`src/design/u8san_pkg.sv`:
```
package u8san_pkg;

    localparam int RUN_MAX = 4;

    localparam logic [7:0] CONT_MASK  = 8'hC0;
    localparam logic [7:0] CONT_TAG   = 8'h80;
    localparam logic [7:0] LEAD2_LO   = 8'hC2;
    localparam logic [7:0] LEAD2_HI   = 8'hDF;
    localparam logic [7:0] LEAD3_LO   = 8'hE0;
    localparam logic [7:0] LEAD3_HI   = 8'hEF;
    localparam logic [7:0] LEAD4_LO   = 8'hF0;
    localparam logic [7:0] LEAD4_HI   = 8'hF4;
    localparam logic [7:0] LEAD_SURR  = 8'hED;
    localparam logic [7:0] SECOND_A0  = 8'hA0;
    localparam logic [7:0] SECOND_90  = 8'h90;
    localparam logic [7:0] QMARK      = 8'h3F;

    // sequence length codes
    localparam logic [2:0] LEN_INVALID = 3'd0;
    localparam logic [2:0] LEN_ASCII   = 3'd1;
    localparam logic [2:0] LEN_TWO     = 3'd2;
    localparam logic [2:0] LEN_THREE   = 3'd3;
    localparam logic [2:0] LEN_FOUR    = 3'd4;

    typedef logic [7:0] byte_t;

    typedef struct packed {
        byte_t [RUN_MAX-1:0] bytes;
        logic [2:0]          count;
        logic                eos;
    } run_t;

    function automatic logic [2:0] lead_length(input byte_t b);
        logic [2:0] len;
        begin
            len = LEN_INVALID;
            if (b[7] == 1'b0)
                len = LEN_ASCII;
            else if (b >= LEAD2_LO && b <= LEAD2_HI)
                len = LEN_TWO;
            else if (b >= LEAD3_LO && b <= LEAD3_HI)
                len = LEN_THREE;
            else if (b >= LEAD4_LO && b <= LEAD4_HI)
                len = LEN_FOUR;
            return len;
        end
    endfunction

endpackage

```
`src/design/u8san_in_if.sv`:
```
interface u8san_in_if;
    import u8san_pkg::*;

    logic  valid;
    logic  ready;
    byte_t in_byte;
    logic  end_of_string;

    modport source (output valid, output in_byte, output end_of_string, input ready);
    modport sink   (input valid, input in_byte, input end_of_string, output ready);
endinterface

```
`src/design/u8san_out_if.sv`:
```
interface u8san_out_if;
    import u8san_pkg::*;

    logic  valid;
    logic  ready;
    byte_t out_byte;
    logic  run_last;
    logic  string_end;

    modport source (output valid, output out_byte, output run_last, output string_end,
                    input ready);
    modport sink   (input valid, input out_byte, input run_last, input string_end,
                    output ready);
endinterface

```
`src/design/u8san_judge.sv`:
```
module u8san_judge
    import u8san_pkg::*;
(
    input  logic  clk,
    input  logic  rst_n,
    input  logic  accept,
    input  byte_t in_byte,
    input  logic  end_of_string,
    output run_t  run
);

    byte_t      lead_reg, lead_next;
    byte_t      tail_reg [2];
    byte_t      tail_next [2];
    logic [1:0] held_reg, held_next;
    logic [2:0] seq_len_reg, seq_len_next;

    logic       cont_ok;
    logic       fresh;
    logic [1:0] pos;
    logic [2:0] len;

    always_comb
    begin
        cont_ok = ((in_byte & CONT_MASK) == CONT_TAG);
        if (held_reg == 2'd1)
        begin
            if (lead_reg == LEAD3_LO && in_byte < SECOND_A0)
                cont_ok = 1'b0;
            if (lead_reg == LEAD_SURR && in_byte >= SECOND_A0)
                cont_ok = 1'b0;
            if (lead_reg == LEAD4_LO && in_byte < SECOND_90)
                cont_ok = 1'b0;
            if (lead_reg == LEAD4_HI && in_byte >= SECOND_90)
                cont_ok = 1'b0;
        end
    end

    always_comb
    begin
        run          = '0;
        run.eos      = end_of_string;
        lead_next    = lead_reg;
        tail_next    = tail_reg;
        held_next    = held_reg;
        seq_len_next = seq_len_reg;
        fresh        = 1'b1;
        pos          = 2'd0;
        len          = lead_length(in_byte);

        if (held_reg != 2'd0)
        begin
            if (cont_ok)
            begin
                fresh = 1'b0;
                if (({1'b0, held_reg} + 3'd1 >= seq_len_reg) || held_reg == 2'd3)
                begin
                    // sequence complete: flush lead, tails, then this byte
                    run.bytes[0] = lead_reg;
                    for (int i = 1; i < RUN_MAX; i++)
                    begin
                        if (2'(i) < held_reg)
                            run.bytes[i] = tail_reg[1'(i - 1)];
                        else if (2'(i) == held_reg)
                            run.bytes[i] = in_byte;
                    end
                    run.count    = {1'b0, held_reg} + 3'd1;
                    held_next    = 2'd0;
                    seq_len_next = 3'd0;
                end
                else
                begin
                    tail_next[held_reg[0] ^ 1'b1] = in_byte;
                    held_next = held_reg + 2'd1;
                    if (end_of_string)
                    begin
                        for (int i = 0; i < RUN_MAX; i++)
                        begin
                            if (2'(i) <= held_reg)
                                run.bytes[i] = QMARK;
                        end
                        run.count    = {1'b0, held_reg} + 3'd1;
                        held_next    = 2'd0;
                        seq_len_next = 3'd0;
                    end
                end
            end
            else
            begin
                // broken sequence: replace held bytes, re-judge this byte
                for (int i = 0; i < RUN_MAX - 1; i++)
                begin
                    if (2'(i) < held_reg)
                        run.bytes[i] = QMARK;
                end
                pos          = held_reg;
                held_next    = 2'd0;
                seq_len_next = 3'd0;
            end
        end

        if (fresh)
        begin
            run.count = {1'b0, pos};
            case (len)
                LEN_ASCII:
                begin
                    run.bytes[pos] = in_byte;
                    run.count      = {1'b0, pos} + 3'd1;
                end
                LEN_TWO, LEN_THREE, LEN_FOUR:
                begin
                    if (end_of_string)
                    begin
                        run.bytes[pos] = QMARK;
                        run.count      = {1'b0, pos} + 3'd1;
                    end
                    else
                    begin
                        lead_next    = in_byte;
                        held_next    = 2'd1;
                        seq_len_next = len;
                    end
                end
                default:
                begin
                    run.bytes[pos] = QMARK;
                    run.count      = {1'b0, pos} + 3'd1;
                end
            endcase
        end
    end

    always_ff @(posedge clk or negedge rst_n)
    begin
        if (!rst_n)
        begin
            held_reg    <= 2'd0;
            seq_len_reg <= 3'd0;
        end
        else if (accept)
        begin
            held_reg    <= held_next;
            seq_len_reg <= seq_len_next;
        end
    end

    always_ff @(posedge clk)
    begin
        if (accept)
        begin
            lead_reg    <= lead_next;
            tail_reg[0] <= tail_next[0];
            tail_reg[1] <= tail_next[1];
        end
    end

    a_len_range: assert property (@(posedge clk) disable iff (!rst_n)
        held_reg != 2'd0 |-> (seq_len_reg >= LEN_TWO && seq_len_reg <= LEN_FOUR))
        else $error("held sequence has bad length");

    a_held_short: assert property (@(posedge clk) disable iff (!rst_n)
        held_reg != 2'd0 |-> {1'b0, held_reg} < seq_len_reg)
        else $error("held count reached sequence length");

    a_idle_len: assert property (@(posedge clk) disable iff (!rst_n)
        held_reg == 2'd0 |-> seq_len_reg == 3'd0)
        else $error("length left over with nothing held");

endmodule

```
`src/design/u8san_drain.sv`:
```
module u8san_drain
    import u8san_pkg::*;
(
    input  logic                clk,
    input  logic                rst_n,
    input  logic                load_req,
    input  run_t                run,
    output logic                run_ready,
    u8san_out_if.source         out_ch
);

    byte_t      buf_reg [RUN_MAX];
    logic       eos_reg;
    logic [2:0] rem_reg, rem_next;
    logic [1:0] idx_reg, idx_next;
    logic       out_fire;
    logic       load;

    assign out_fire  = out_ch.valid && out_ch.ready;
    assign load      = load_req && (run.count != 3'd0);
    assign run_ready = (rem_reg == 3'd0) || (rem_reg == 3'd1 && out_ch.ready);

    assign out_ch.valid      = (rem_reg != 3'd0);
    assign out_ch.out_byte   = buf_reg[idx_reg];
    assign out_ch.run_last   = (rem_reg == 3'd1);
    assign out_ch.string_end = (rem_reg == 3'd1) && eos_reg;

    always_comb
    begin
        rem_next = rem_reg;
        idx_next = idx_reg;
        if (out_fire)
        begin
            rem_next = rem_reg - 3'd1;
            idx_next = idx_reg + 2'd1;
        end
        if (load)
        begin
            rem_next = run.count;
            idx_next = 2'd0;
        end
    end

    always_ff @(posedge clk or negedge rst_n)
    begin
        if (!rst_n)
        begin
            rem_reg <= 3'd0;
            idx_reg <= 2'd0;
        end
        else
        begin
            rem_reg <= rem_next;
            idx_reg <= idx_next;
        end
    end

    always_ff @(posedge clk)
    begin
        if (load)
        begin
            for (int i = 0; i < RUN_MAX; i++)
                buf_reg[i] <= run.bytes[i];
            eos_reg <= run.eos;
        end
    end

    a_rem_max: assert property (@(posedge clk) disable iff (!rst_n)
        rem_reg <= 3'(RUN_MAX))
        else $error("run count out of range");

    a_idx_fit: assert property (@(posedge clk) disable iff (!rst_n)
        rem_reg != 3'd0 |-> ({2'b00, idx_reg} + {1'b0, rem_reg}) <= 4'(RUN_MAX))
        else $error("run read past buffer end");

    a_load: assert property (@(posedge clk) disable iff (!rst_n)
        load |=> (rem_reg == $past(run.count) && idx_reg == 2'd0))
        else $error("run not loaded");

endmodule

```
`src/design/utf8_sanitizer_top.sv`:
```
// The first result of a byte is registered and presented the cycle after the byte is accepted.
// Throughput: one byte per cycle while each byte yields at most one result and the output is
// ready; a byte that yields a run of results (up to 4, one per cycle from the result buffer
// while the output is ready) holds off the input until the last result of the run is taken.
// Reset: asynchronous, clears the held sequence and empties the result buffer.
module utf8_sanitizer_top
    import u8san_pkg::*;
(
    input  logic         clk,
    input  logic         rst_n,
    u8san_in_if.sink     in_ch,
    u8san_out_if.source  out_ch
);

    run_t run;
    logic run_ready;
    logic accept;

    assign in_ch.ready = run_ready;
    assign accept      = in_ch.valid && run_ready;

    u8san_judge u_judge (
        .clk           (clk),
        .rst_n         (rst_n),
        .accept        (accept),
        .in_byte       (in_ch.in_byte),
        .end_of_string (in_ch.end_of_string),
        .run           (run)
    );

    u8san_drain u_drain (
        .clk       (clk),
        .rst_n     (rst_n),
        .load_req  (accept),
        .run       (run),
        .run_ready (run_ready),
        .out_ch    (out_ch)
    );

endmodule
```
`src/flat_wrapper.sv`:
```
// flat-port wrapper written by rule: the top's interface ports become plain ports
module utf8_sanitizer_top_flat import u8san_pkg::*;
  (clk, rst_n, in_ch_valid, in_ch_in_byte, in_ch_end_of_string, in_ch_ready, out_ch_valid, out_ch_out_byte, out_ch_run_last, out_ch_string_end, out_ch_ready);
  u8san_in_if in_ch_i ();
  u8san_out_if out_ch_i ();
  input  logic clk;
  input  logic rst_n;
  input wire logic [$bits(in_ch_i.valid)-1:0] in_ch_valid;
  input wire logic [$bits(in_ch_i.in_byte)-1:0] in_ch_in_byte;
  input wire logic [$bits(in_ch_i.end_of_string)-1:0] in_ch_end_of_string;
  output wire logic [$bits(in_ch_i.ready)-1:0] in_ch_ready;
  output wire logic [$bits(out_ch_i.valid)-1:0] out_ch_valid;
  output wire logic [$bits(out_ch_i.out_byte)-1:0] out_ch_out_byte;
  output wire logic [$bits(out_ch_i.run_last)-1:0] out_ch_run_last;
  output wire logic [$bits(out_ch_i.string_end)-1:0] out_ch_string_end;
  input wire logic [$bits(out_ch_i.ready)-1:0] out_ch_ready;
  assign in_ch_i.valid = in_ch_valid;
  assign in_ch_i.in_byte = in_ch_in_byte;
  assign in_ch_i.end_of_string = in_ch_end_of_string;
  assign in_ch_ready = in_ch_i.ready;
  assign out_ch_valid = out_ch_i.valid;
  assign out_ch_out_byte = out_ch_i.out_byte;
  assign out_ch_run_last = out_ch_i.run_last;
  assign out_ch_string_end = out_ch_i.string_end;
  assign out_ch_i.ready = out_ch_ready;
  utf8_sanitizer_top u_core (.clk(clk), .rst_n(rst_n), .in_ch(in_ch_i), .out_ch(out_ch_i));
endmodule
```
`config.mk`:
```
export PLATFORM = sky130hd
export DESIGN_NAME = utf8_sanitizer_top_flat
export DESIGN_NICKNAME = d
export VERILOG_FILES = /design/src/design/u8san_pkg.sv /design/src/design/u8san_in_if.sv /design/src/design/u8san_out_if.sv /design/src/design/u8san_judge.sv /design/src/design/u8san_drain.sv /design/src/design/utf8_sanitizer_top.sv /design/src/flat_wrapper.sv
export SDC_FILE = /design/constraint.sdc
export NUM_CORES = 1
export LEC_CHECK = 0
export BUFFER_PORTS_ARGS = -buffer_cell sky130_fd_sc_hd__buf_2
export CAP_MARGIN = 5
export CORE_ASPECT_RATIO = 0.7
export CORE_UTILIZATION = 55
export DETAILED_ROUTE_END_ITERATION = 12
export HOLD_SLACK_MARGIN = 0.03
export PLACE_DENSITY = 0.86
export SLEW_MARGIN = 20
export SYNTH_ARGS = -nofsm -noshare
export SYNTH_HDL_FRONTEND = slang
export SYNTH_SLANG_ARGS = --single-unit
export TNS_END_PERCENT = 50
```
`constraint.sdc`:
```
create_clock -name clk -period 3.94 [get_ports clk]
set_clock_uncertainty 0.15 [all_clocks]
set_input_delay 0.788 -clock clk [delete_from_list [all_inputs] [get_ports clk]]
set_output_delay 0.788 -clock clk [all_outputs]
set_load 0.05 [all_outputs]
```
==> flow_summary.ini <==
[clock_tree]
cts_buffer_depth = 2
clk_pin_slew_worst_paths_ps = 80
ctsResizeCount = 0
cts_sinks = 59
post_cts_buffers = 0
clk_latency_ps = 350
ctsRootBufferMaster = clkbuf_8
cts_tree = yes
htree_num_levels = 3
cts_hold_buf = 0
cts_buffers = 9

[timing]
whs_ps = 133
drv_slew = 0
min_period_ps = 3540
timing.final.crit_share = 0.899
setup_viol_count_final = 0
rsz0062_at_grt = false
worst_pin_slew_ps = 590
relSlewSlack = 0.607
tns_ps = 0
clock.fmax_mhz = 282
hold_viol = 0

[floorplan]
die_w_um = 98.5
row_count = 24
initial_core_util = 0.574
die-area_um2 = 6850
core-area_um2 = 6250
die_y_um = 69.6
io_pins = 25

[drt]
drt_iter0_drc = 395
vias = 2885
wl_um = 8800
avgViaCountPerCell = 6.24
firstDrtPassIters = 11
antenna_left = 0
wl_per_cell_um = 19.0
drc = 1

[status]
status = finished with violations
violations = design-rule violations

[global_route]
grt_start_max_net_pins = 34
grt_util_all_layers = 0.280
antenna_found_initial = 0
grt_overflow = 0
grt_pass1_wl_um = 14100
grt_pass1_vias = 2676

[placement]
finalWeightedCongestion = 0.996
placed_area_um2 = 3800
dp_hpwl_um = 6510
place_inst = 446
io_buffers = 24

[setup_path]
rr_worst_depth = 11
timing.rr.end = u_core.u_drain.buf_reg[0][3]
startpoint_type = flop
crit_type = flop to flop
arrival_ps = 3450
rr_startpoint = u_core.u_judge.lead_reg[0]
rrSetupSlack_ps = 400
end_kind = flop
worstPathRequired_ps = 3840
crit_path_max_fanout = 33

[yosys]
yosysTopAreaCell = edfxtp_1
yosys.area.top_type_share = 0.410
syn_area_per_cell_um2 = 10.2
synth-edff-count = 49
syn_nets = 378
yosysWarnings = 0
ys_ff_latch = 59
async_flop_share = 0.169
synth_cells = 352
ys_seq_area_frac = 0.480
ys_types = 57
netlist_area_um2 = 3590
synth-main-ff-cell = edfxtp_1
synth_area_leaders = edfxtp_1 (41%), dfrtp_1 (7.0%), mux4_2 (5.0%), nand2_1 (4.6%), ha_1 (4.5%)

[cells_and_area]
post-route-util = 0.647
final_cells = 462
multiInputGateArea_um2 = 1710
fin_nets = 405
final_common_cell = edfxtp_1
fillers = 523
regArea_um2 = 1720
syn_to_final_growth_pct = 12.7
design_area_um2 = 4040
largest_reg_flops = 32
antenna_cells = 0
layout-drive-gt1-share = 0.188
mostFrequentLayoutCells = edfxtp_1 (49), nand2_1 (44), buf_2 (24)

[hold_path]
hold_class = input port to async pin

[power_and_ir_drop]
peakVddDrop_mv = 0.401
powerDensity_nw_per_um2 = 858
p_leak_nw = 1.53

[job]
drv_cap = 0
-- worst max-delay path, cell delays in order (launching register included) --
cell and delay, ps:
edfxtp_1 420, or3_1 440, o41ai_4 410, a21oi_2 110
or3_1 350, inv_1 70, ha_1 220, nand3_1 70
a21oi_1 50, mux2_2 300, nand3b_1 230, or2_4 420
-- cells by family (layout without fill, tap and decap cells) --
logic type	Yosys count	count (layout)	share of synthesized area
AND/OR/NAND/NOR	128	128	0.177
AO/OA/AOI/OAI	101	101	0.185
flip-flops	59	59	0.480
buffers and inverters	36	68	0.0429
adder cells (fa/ha/maj)	13	13	0.0454
multiplexers	11	11	0.0593
XOR/XNOR	4	4	0.00977
-- layout make-up --
| cell class | instances | share of cell area |
|---|---|---|
| clock buffer | 9 | 0.0306 |
| clock inverter | 7 | 0.0288 |
| inverter | 16 | 0.0149 |
| multi-input combinational | 257 | 0.424 |
| sequential | 59 | 0.426 |
| tap | 78 | 0.0241 |
| timing repair buffer | 36 | 0.0520 |
-- synth_stat cells (2+ instances only) --
| library cell | instances |
|---|---|
| a31o_1 | 2 |
| a21oi_1 | 23 |
| a211o_1 | 4 |
| inv_1 | 15 |
| nand2_1 | 44 |
| o211ai_1 | 10 |
| nor3b_1 | 2 |
| xnor2_1 | 2 |
| or3_1 | 3 |
| nand4_1 | 3 |
| nand4b_1 | 2 |
| a311oi_1 | 5 |
| and2_1 | 10 |
| a21o_1 | 3 |
| ha_1 | 13 |
| o21bai_1 | 2 |
| nor2_1 | 20 |
| buf_6 | 2 |
| xor2_1 | 2 |
| a221oi_1 | 2 |
| dfrtp_1 | 10 |
| a211oi_1 | 2 |
| clkbuf_1 | 14 |
| o21ai_1 | 16 |
| buf_2 | 2 |
| a31oi_1 | 3 |
| nor2_2 | 2 |
| nor2b_1 | 6 |
| nor3_1 | 8 |
| and3_1 | 5 |
| o21ai_0 | 19 |
| a21oi_2 | 2 |
| nand3_1 | 14 |
| mux4_2 | 8 |
| edfxtp_1 | 49 |
| nand2b_1 | 2 |
-- per-stage QoR --
step,worst slack (ps),power [mW]
2_1_floorplan,108,2.34
3_3_place_gp,293,2.75
3_5_place_dp,183,2.79
4_1_cts,414,3.46
5_1_grt,160,3.66
6_report,397,3.47
-- metal layers --
metal | wire [um] | track usage | vias to the layer above
met4 | 127 | 0.0912 | 0
met3 | 950 | 0.0968 | 15
li1 | - | - | 1373
met2 | 3770 | 0.401 | 156
met5 | 0 | 0 | -
met1 | 3950 | 0.401 | 1341
-- report_power, final --
group          internal (mW)  leakage, nW  switching, mW  total [mW]
sequential             0.933        0.584         0.0971        1.03
clock                  0.419        0.121          0.248       0.667
combinational          0.578        0.823           1.20        1.77
total                   1.93         1.53           1.54        3.47
-- worst max path at each step --
stage | from | to | slack (ps)
2_1_floorplan | u_core.u_judge.held_reg[1] | u_core.u_drain.buf_reg[0][0] | 110
3_3_place_gp | in_ch_in_byte[5] | u_core.u_drain.buf_reg[1][2] | 290
3_5_place_dp | in_ch_in_byte[5] | u_core.u_drain.buf_reg[0][2] | 180
4_1_cts | u_core.u_judge.lead_reg[0] | u_core.u_drain.buf_reg[1][5] | 410
5_1_grt | u_core.u_judge.held_reg[1] | u_core.u_drain.buf_reg[2][5] | 160
6_report | u_core.u_judge.lead_reg[0] | u_core.u_drain.buf_reg[0][3] | 400
Power figures use the tool's default switching activity.
